==> src/tmse_pkg.sv <==
package tmse_pkg;

  // Configuration port geometry
  localparam int CFG_INDEX_W = 3;
  localparam int CFG_DATA_W  = 16;

  typedef enum logic [CFG_INDEX_W-1:0] {
    REG_MAP_SCREEN_X = 3'd0,
    REG_MAP_SCREEN_Y = 3'd1,
    REG_MAP_COLUMNS  = 3'd2,
    REG_MAP_ROWS     = 3'd3,
    REG_LAYER_DEPTH  = 3'd4
  } cfg_reg_t;

  // Field widths
  localparam int TILE_ID_W = 16;
  localparam int POS_W     = 16;
  localparam int COUNT_W   = 8;
  localparam int SIZE_W    = COUNT_W + 1;
  localparam int TEX_W     = 8;
  localparam int DEPTH_W   = 3;
  localparam int SEQ_W     = 16;

  // Tiles are 16x16 pixels; texture coordinates keep the low nibble of the sheet column and row
  localparam int TILE_SHIFT = 4;

  // Visible window including a one-tile border
  localparam logic signed [POS_W-1:0] CULL_MIN   = -16'sd16;
  localparam logic signed [POS_W-1:0] CULL_MAX_X = 16'sd320;
  localparam logic signed [POS_W-1:0] CULL_MAX_Y = 16'sd240;

  // Reset values
  localparam logic [COUNT_W-1:0] MAP_COLUMNS_RESET = 8'd16;
  localparam logic [COUNT_W-1:0] MAP_ROWS_RESET    = 8'd16;

  localparam int TILES_PER_SHEET_ROW_DEFAULT = 16;

  typedef struct packed {
    logic signed [POS_W-1:0] map_screen_x;
    logic signed [POS_W-1:0] map_screen_y;
    logic [COUNT_W-1:0]      map_columns;
    logic [COUNT_W-1:0]      map_rows;
    logic [DEPTH_W-1:0]      layer_depth;
  } cfg_t;

  typedef struct packed {
    logic                    emit;
    logic signed [POS_W-1:0] screen_x;
    logic signed [POS_W-1:0] screen_y;
    logic [TEX_W-1:0]        tex_u;
    logic [TEX_W-1:0]        tex_v;
    logic [DEPTH_W-1:0]      depth_slot;
    logic [SEQ_W-1:0]        sprite_number;
    logic                    map_done;
  } result_t;

endpackage

==> src/tmse_cfg.sv <==
module tmse_cfg
  import tmse_pkg::*;
(
  input  logic                   clk,
  input  logic                   rst,
  input  logic                   cfg_write,
  input  logic [CFG_INDEX_W-1:0] cfg_index,
  input  logic [CFG_DATA_W-1:0]  cfg_data,
  output cfg_t                   cfg
);

  always_ff @(posedge clk) begin
    if (rst) begin
      cfg.map_screen_x <= '0;
      cfg.map_screen_y <= '0;
      cfg.map_columns  <= MAP_COLUMNS_RESET;
      cfg.map_rows     <= MAP_ROWS_RESET;
      cfg.layer_depth  <= '0;
    end else if (cfg_write) begin
      case (cfg_index)
        REG_MAP_SCREEN_X: cfg.map_screen_x <= cfg_data;
        REG_MAP_SCREEN_Y: cfg.map_screen_y <= cfg_data;
        REG_MAP_COLUMNS:  cfg.map_columns  <= cfg_data[COUNT_W-1:0];
        REG_MAP_ROWS:     cfg.map_rows     <= cfg_data[COUNT_W-1:0];
        REG_LAYER_DEPTH:  cfg.layer_depth  <= cfg_data[DEPTH_W-1:0];
        default: ;  // drop writes beyond the register list
      endcase
    end
  end

endmodule

==> src/tmse_tex_div.sv <==
module tmse_tex_div
  import tmse_pkg::*;
#(
  parameter int TILES_PER_SHEET_ROW = TILES_PER_SHEET_ROW_DEFAULT
)(
  input  logic [TILE_ID_W-1:0]  tile_id,
  output logic [TILE_SHIFT-1:0] quot_lo
);

  // Exact reciprocal for a 16-bit dividend: ceil(2^(16+l) / d), l = ceil(log2 d)
  localparam int  SHIFT  = TILE_ID_W + $clog2(TILES_PER_SHEET_ROW);
  localparam int  MULT_W = TILE_ID_W + 1;
  localparam int  PROD_W = TILE_ID_W + MULT_W;
  localparam logic [MULT_W-1:0] MULT =
    MULT_W'(((64'd1 << SHIFT) + TILES_PER_SHEET_ROW - 1) / TILES_PER_SHEET_ROW);

  logic [TILE_ID_W-1:0] index;
  logic [PROD_W-1:0]    prod;

  assign index   = tile_id - TILE_ID_W'(1);
  assign prod    = PROD_W'(index) * PROD_W'(MULT);
  assign quot_lo = TILE_SHIFT'(prod >> SHIFT);

endmodule

==> src/tmse_walker.sv <==
module tmse_walker
  import tmse_pkg::*;
#(
  parameter int TILES_PER_SHEET_ROW = TILES_PER_SHEET_ROW_DEFAULT
)(
  input  logic                  clk,
  input  logic                  rst,
  input  logic                  step,
  input  logic [TILE_ID_W-1:0]  tile_id,
  input  logic [TILE_SHIFT-1:0] quot_lo,
  input  cfg_t                  cfg,
  output result_t               result
);

  localparam logic [TILE_SHIFT-1:0] DIVISOR_LO = TILE_SHIFT'(TILES_PER_SHEET_ROW);

  logic [COUNT_W-1:0] column_count;
  logic [COUNT_W-1:0] row_count;
  logic [SEQ_W-1:0]   emitted_count;

  logic [COUNT_W-1:0] column_count_next;
  logic [COUNT_W-1:0] row_count_next;
  logic [SEQ_W-1:0]   emitted_count_next;

  logic signed [POS_W-1:0] pos_x;
  logic signed [POS_W-1:0] pos_y;
  logic [SIZE_W-1:0]       columns_eff;
  logic [SIZE_W-1:0]       rows_eff;
  logic                    on_screen;
  logic                    emit;
  logic                    last_col;
  logic                    last_row;
  logic                    done;
  logic [TILE_SHIFT-1:0]   index;
  logic [TILE_SHIFT-1:0]   rem_lo;
  logic [2*TILE_SHIFT-1:0] qd_prod;

  always_comb begin
    pos_x = cfg.map_screen_x + POS_W'({column_count, {TILE_SHIFT{1'b0}}});
    pos_y = cfg.map_screen_y + POS_W'({row_count, {TILE_SHIFT{1'b0}}});
    on_screen = !(pos_x < CULL_MIN || pos_x > CULL_MAX_X ||
                  pos_y < CULL_MIN || pos_y > CULL_MAX_Y);
    emit = (tile_id != '0) && on_screen;

    // A size of zero stands for 256
    columns_eff = (cfg.map_columns == '0) ? {1'b1, {COUNT_W{1'b0}}} : {1'b0, cfg.map_columns};
    rows_eff    = (cfg.map_rows == '0) ? {1'b1, {COUNT_W{1'b0}}} : {1'b0, cfg.map_rows};
    last_col = ({1'b0, column_count} + SIZE_W'(1)) >= columns_eff;
    last_row = ({1'b0, row_count} + SIZE_W'(1)) >= rows_eff;
    done     = last_col && last_row;

    // Only the low nibble of the remainder survives the 8-bit truncation
    index   = tile_id[TILE_SHIFT-1:0] - TILE_SHIFT'(1);
    qd_prod = {{TILE_SHIFT{1'b0}}, quot_lo} * {{TILE_SHIFT{1'b0}}, DIVISOR_LO};
    rem_lo  = index - qd_prod[TILE_SHIFT-1:0];
  end

  always_comb begin
    result.emit          = emit;
    result.screen_x      = pos_x;
    result.screen_y      = pos_y;
    result.tex_u         = emit ? {rem_lo, {TILE_SHIFT{1'b0}}} : '0;
    result.tex_v         = emit ? {quot_lo, {TILE_SHIFT{1'b0}}} : '0;
    result.depth_slot    = emit ? cfg.layer_depth : '0;
    result.sprite_number = emit ? emitted_count : '0;
    result.map_done      = done;
  end

  always_comb begin
    column_count_next  = column_count + COUNT_W'(1);
    row_count_next     = row_count;
    emitted_count_next = emit ? emitted_count + SEQ_W'(1) : emitted_count;
    if (done) begin
      column_count_next  = '0;
      row_count_next     = '0;
      emitted_count_next = '0;
    end else if (last_col) begin
      column_count_next = '0;
      row_count_next    = row_count + COUNT_W'(1);
    end
  end

  always_ff @(posedge clk) begin
    if (rst) begin
      column_count  <= '0;
      row_count     <= '0;
      emitted_count <= '0;
    end else if (step) begin
      column_count  <= column_count_next;
      row_count     <= row_count_next;
      emitted_count <= emitted_count_next;
    end
  end

endmodule

==> src/tile_map_sprite_emitter_core.sv <==
// Tile map sprite emitter. Feed the map's tile entries in row-major order, one item per
// cycle; each item yields exactly one result item saying whether a 16x16 sprite is emitted,
// where it lands on screen (map origin plus 16 pixels per column or row, wrapping at 16
// bits), its texture u/v in a sheet TILES_PER_SHEET_ROW tiles wide, its depth slot and its
// sequence number in the current map pass. Tiles outside -16..320 by -16..240 and empty
// entries (id 0) are not emitted. map_done marks the last tile; the column, row and
// sequence counters then start over. An accepted item passes the input register, the single
// walker stage and the result register; the block takes one item every cycle while out_ready
// is high, and out_ready low stalls the pipe without losing items.
// Write the configuration registers only while no item is in flight.
module tile_map_sprite_emitter_core
  import tmse_pkg::*;
#(
  parameter int TILES_PER_SHEET_ROW = TILES_PER_SHEET_ROW_DEFAULT
)(
  input  logic                    clk,
  input  logic                    rst,

  input  logic                    cfg_write,
  input  logic [CFG_INDEX_W-1:0]  cfg_index,
  input  logic [CFG_DATA_W-1:0]   cfg_data,

  input  logic                    in_valid,
  output logic                    in_ready,
  input  logic [TILE_ID_W-1:0]    tile_id,

  output logic                    out_valid,
  input  logic                    out_ready,
  output logic                    emit,
  output logic signed [POS_W-1:0] screen_x,
  output logic signed [POS_W-1:0] screen_y,
  output logic [TEX_W-1:0]        tex_u,
  output logic [TEX_W-1:0]        tex_v,
  output logic [DEPTH_W-1:0]      depth_slot,
  output logic [SEQ_W-1:0]        sprite_number,
  output logic                    map_done
);

  cfg_t    cfg;
  result_t result;

  // Input register: tile id plus the precomputed low nibble of the sheet row
  logic                  stage_valid;
  logic [TILE_ID_W-1:0]  stage_tile;
  logic [TILE_SHIFT-1:0] stage_quot;
  logic [TILE_SHIFT-1:0] quot_lo;

  logic out_free;
  logic advance;
  logic in_accept;

  // The result register frees when empty or being taken; the input stage then moves on
  assign out_free  = !out_valid || out_ready;
  assign advance   = stage_valid && out_free;
  assign in_ready  = !stage_valid || out_free;
  assign in_accept = in_valid && in_ready;

  tmse_cfg u_cfg (
    .clk       (clk),
    .rst       (rst),
    .cfg_write (cfg_write),
    .cfg_index (cfg_index),
    .cfg_data  (cfg_data),
    .cfg       (cfg)
  );

  // Sheet row of the incoming tile: reciprocal multiply ahead of the input register
  tmse_tex_div #(
    .TILES_PER_SHEET_ROW (TILES_PER_SHEET_ROW)
  ) u_tex_div (
    .tile_id (tile_id),
    .quot_lo (quot_lo)
  );

  always_ff @(posedge clk) begin
    if (rst) begin
      stage_valid <= 1'b0;
    end else if (in_ready) begin
      stage_valid <= in_valid;
    end
  end

  // Payload: hold while stalled, load on accept
  always_ff @(posedge clk) begin
    if (in_accept) begin
      stage_tile <= tile_id;
      stage_quot <= quot_lo;
    end
  end

  // Position, culling, texture and counters; counters advance as the item leaves the stage
  tmse_walker #(
    .TILES_PER_SHEET_ROW (TILES_PER_SHEET_ROW)
  ) u_walker (
    .clk     (clk),
    .rst     (rst),
    .step    (advance),
    .tile_id (stage_tile),
    .quot_lo (stage_quot),
    .cfg     (cfg),
    .result  (result)
  );

  // Result register
  always_ff @(posedge clk) begin
    if (rst) begin
      out_valid <= 1'b0;
    end else if (out_free) begin
      out_valid <= stage_valid;
    end
  end

  always_ff @(posedge clk) begin
    if (advance) begin
      emit          <= result.emit;
      screen_x      <= result.screen_x;
      screen_y      <= result.screen_y;
      tex_u         <= result.tex_u;
      tex_v         <= result.tex_v;
      depth_slot    <= result.depth_slot;
      sprite_number <= result.sprite_number;
      map_done      <= result.map_done;
    end
  end

endmodule

==> config.mk <==
export PLATFORM = sky130hd
export DESIGN_NAME = tile_map_sprite_emitter_core
export DESIGN_NICKNAME = d
export VERILOG_FILES = /design/src/tmse_pkg.sv /design/src/tmse_cfg.sv /design/src/tmse_tex_div.sv /design/src/tmse_walker.sv /design/src/tile_map_sprite_emitter_core.sv
export SDC_FILE = /design/constraint.sdc
export NUM_CORES = 1
export LEC_CHECK = 0
export BUFFER_PORTS_ARGS = -buffer_cell sky130_fd_sc_hd__buf_2
export CAP_MARGIN = 15
export CORE_MARGIN = 3
export CORE_UTILIZATION = 40
export DETAILED_ROUTE_END_ITERATION = 10
export MAX_ROUTING_LAYER = met4
export SLEW_MARGIN = 0
export SYNTH_ARGS = -nofsm -noshare
export SYNTH_HDL_FRONTEND = slang
export SYNTH_SLANG_ARGS = --single-unit
==> constraint.sdc <==
create_clock -name clk -period 7 [get_ports clk]
set_input_delay 0 -clock clk [delete_from_list [all_inputs] [get_ports clk]]
set_output_delay 0 -clock clk [all_outputs]
set_load 0.05 [all_outputs]
==> reports/metrics.csv <==
metric,value,unit
Mapped Area,8224,um^2
nets,1050,
peak supply drop,152.6,uV
Simple-Gate Fraction of Synth Area,21.57,%
Worst Setup End Kind,flop,
pwr dens,234.1,nW/um^2
Yosys Warn Count,0,
CP Launch Type,flop,
Initial DRC Count,388,
grt total ovfl,0,
Clock Tree Buf Depth,2,
antenna violations before repair,0,
DRC,0,
Worst Tran Pin Value,0.8943,ns
final RePlAce weighted congestion,0.8284,
largest family of logic cells by synthesized area,simple AND/OR/NAND/NOR gates,
Final Hold Viols,1,
Setup CP Type,flop to flop,
Max-cap violations,0,
CTS tree,built,
critical path arrival,4.28,ns
area of the die,22320,um^2
adder-cell share of the synthesized area,6.420,%
register area share after synthesis,50.27,%
IO Port Bufs,102,
DRT Pass-1 Iters,4,
vias in the first global route,5910,
Critical Path RT,7.34,ns
final worst slack,3.061,ns
Avg WL per Cell,15.11,um
Die Span X,149.4,um
"Clk pin slew, worst setup/hold paths",0.06,ns
hold buffer count at cts,35,
finished layout cell area,9847,um^2
fin crit period,3.939,ns
Clock Sinks,166,
Synth cell types,77,
Post-synth EDFFs,81,
Inst Count DP,1179,
final period utilization,56.28,%
CP top delay family,simple AND/OR/NAND/NOR gates,
Place WS,3.094,ns
Worst path max stage delay,0.45,ns
"FFs w/ async S/R, synth",0,%
num ports,111,
routed via count,6342,
Most used DFF post-synth,dfxtp_1,
post-CTS setup buffers,0,
Core ar.,19850,um^2
violated checks,hold timing,
synthesis-to-finish area growth,19.73,%
"most used cell, CP",nand2_4,
number of H-tree levels,4,
outcome,finished with violations,
Synth Register Bits,166,
vias per cell,5.086,
Post-DRT Antenna Nets,0,
final hold slack,-0.003247,ns
post-synthesis mux area share,0.6238,%
Non-Filler Instances,1247,
Total Wirelength,18840,um
HP Class,input pin to flop,
Post-Synth XOR/XNOR Area,3.727,%
compound-gate portion of the synthesized area,12.89,%
# setup viols final,0,
Critical Path Fanout Max,39,
Ant. Diodes,0,
Post-Syn Instances,847,
RSZ-0062 raised after global routing,false,
clk_lat worst skew,0.42,ns
Buf/Inv on CP,2,
CTS Buf Count,17,
Placement Rows,51,
setup TNS,0,ns
Root Buffer,clkbuf_16,
Total Power,0.002305,W
Max Slew Vio Count,0,
first-pass GRT wire length,30100,um
worst path cell trace,"ha_1, inv_1, fa_1, xor2_1, a2111oi_2, nor2_1, nor4b_1, nand4_1, or4_4, nand2_4, nand2_4, inv_2, mux2_1, a31oi_1",
HPWL Detailed,13120,um
layout cells sized above 1,16.29,%
syn avg cell area,9.710,um^2
Fmax achieved,253.9,MHz
LEAKAGE,3.912,nW
Initial Util,41.44,%
largest net degree at the start of global routing,82,
die height,149.4,um
max_slew headroom,40.38,%
All-Layer GR Usage,17.49,%
"Slowest-stage cell, CP",dfxtp_1,
Post-CTS Resized,0,
clock skew,0.009979,ns
area post-placement,8895,um^2
## cells by family after synthesis
logic type	after synthesis
AOI/OAI and AO/OA	165
adders and majority gates	41
DFF	166
buffers and inverters	82
muxes	5
and+or+nand+nor	352
xor gates and xnor gates	35
other	1
## flip-flops by register name (all words and copies together), names as in the netlist
register / cells
depth_slot: 3
stage_quot: 4
u_walker.row_count: 8
tex_v: 4
out_valid: 1
stage_valid: 1
map_done: 1
u_walker.column_count: 8
tex_u: 4
screen_x: 16
sprite_number: 16
stage_tile: 16
screen_y: 16
u_cfg.cfg: 51
emit: 1
u_walker.emitted_count: 16
## where the power goes
part	internal (W)	switching (W)
clock	0.000537	0.000387
sequential	0.00107	0.0000346
combinational	0.0000853	0.000191
total	0.00169	0.000612
## worst register-to-register path, cell delays in order (launching register included)
cell and delay [ns]:
dfxtp_1 0.45, ha_1 0.23, inv_1 0.06, fa_1 0.39, xor2_1 0.19, a2111oi_2 0.40, nor2_1 0.09, nor4b_1 0.32
nand4_1 0.14, or4_4 0.45, nand2_4 0.16, nand2_4 0.10, inv_2 0.38, mux2_1 0.38, a31oi_1 0.13
## Yosys cell counts, types with 4 or more instances
cell,n,area (um^2)
a21o_1,10,75.07
a21oi_1,74,370.4
a22o_1,5,43.79
a31oi_1,15,93.84
and2_1,27,168.9
and3_1,19,118.9
buf_1,5,18.77
buf_4,9,67.56
clkbuf_1,27,101.4
dfxtp_1,85,1702
edfxtp_1,81,2432
ha_1,39,488.0
inv_1,34,127.6
mux2i_1,4,40.04
nand2_1,145,544.3
nand2b_1,7,43.79
nand3_1,26,130.1
nand3b_1,14,105.1
nand4_1,11,68.82
nor2_1,39,146.4
nor2b_1,4,25.02
nor3_1,18,90.09
nor4_1,10,62.56
o21a_1,4,30.03
o21ai_0,16,80.08
o21ai_1,4,20.02
or2_2,5,31.28
or3_1,4,25.02
xnor2_1,20,175.2
xor2_1,15,131.4
## cell type report
class / instances / area (um^2)
well taps: 265 / 331.6
fillers: 1865 / 9998
repair buffers: 142 / 902.1
inverters: 36 / 135.1
flip-flops and latches: 166 / 4134
multi-input cells: 606 / 3754
clock buffers: 18 / 439.2
clock inverters: 14 / 151.4
## per-layer routing
metal	global-route usage [%]	vias up	part of all wire, %
li1	-	3249	-
met1	22.43	2971	47
met2	28.51	106	49
met3	3.434	16	3.3
met4	4.714	0	1.0
met5	-	-	0
## cells in the final DEF (no fill, tap or decap), types with 5 or more instances in the layout
master	netlist	routed
a21o_1	10	10
a21oi_1	74	74
a22o_1	5	5
a31oi_1	15	15
and2_1	27	27
and3_1	19	19
buf_2	2	102
clkbuf_16	0	17
clkinv_4	0	5
conb_1	1	8
dfxtp_1	85	85
dlygate4sd3_1	0	35
edfxtp_1	81	81
ha_1	39	39
inv_1	34	34
nand2_1	145	145
nand2b_1	7	7
nand3_1	26	26
nand3b_1	14	14
nand4_1	11	11
nor2_1	39	39
nor3_1	18	18
nor4_1	10	10
o21ai_0	16	15
or2_2	5	5
xnor2_1	20	20
xor2_1	15	15
## through the flow
| stage | hold slack, ns | utilization [%] |
|---|---|---|
| after floorplan | 0.09887 | - |
| after global placement | 0.1780 | 44.82 |
| after detailed placement | 0.1790 | 44.82 |
| after CTS | 0.1119 | 49.56 |
| after global routing | 0.01218 | 49.62 |
| final | -0.003247 | 49.62 |
## final timing paths
check	startpoint	slack [ns]	to	depth (start not counted)
worst min register to register	u_cfg.cfg[39]	0.46	u_cfg.cfg[39]	2
worst min-delay path	cfg_index[1]	-0.003	u_cfg.cfg[24]	4
worst max register to register	u_walker.row_count[0]	3.06	u_walker.emitted_count[2]	14
worst max-delay path	u_walker.row_count[0]	3.06	u_walker.emitted_count[2]	14
Note: power is estimated with default switching activity, not from simulation.
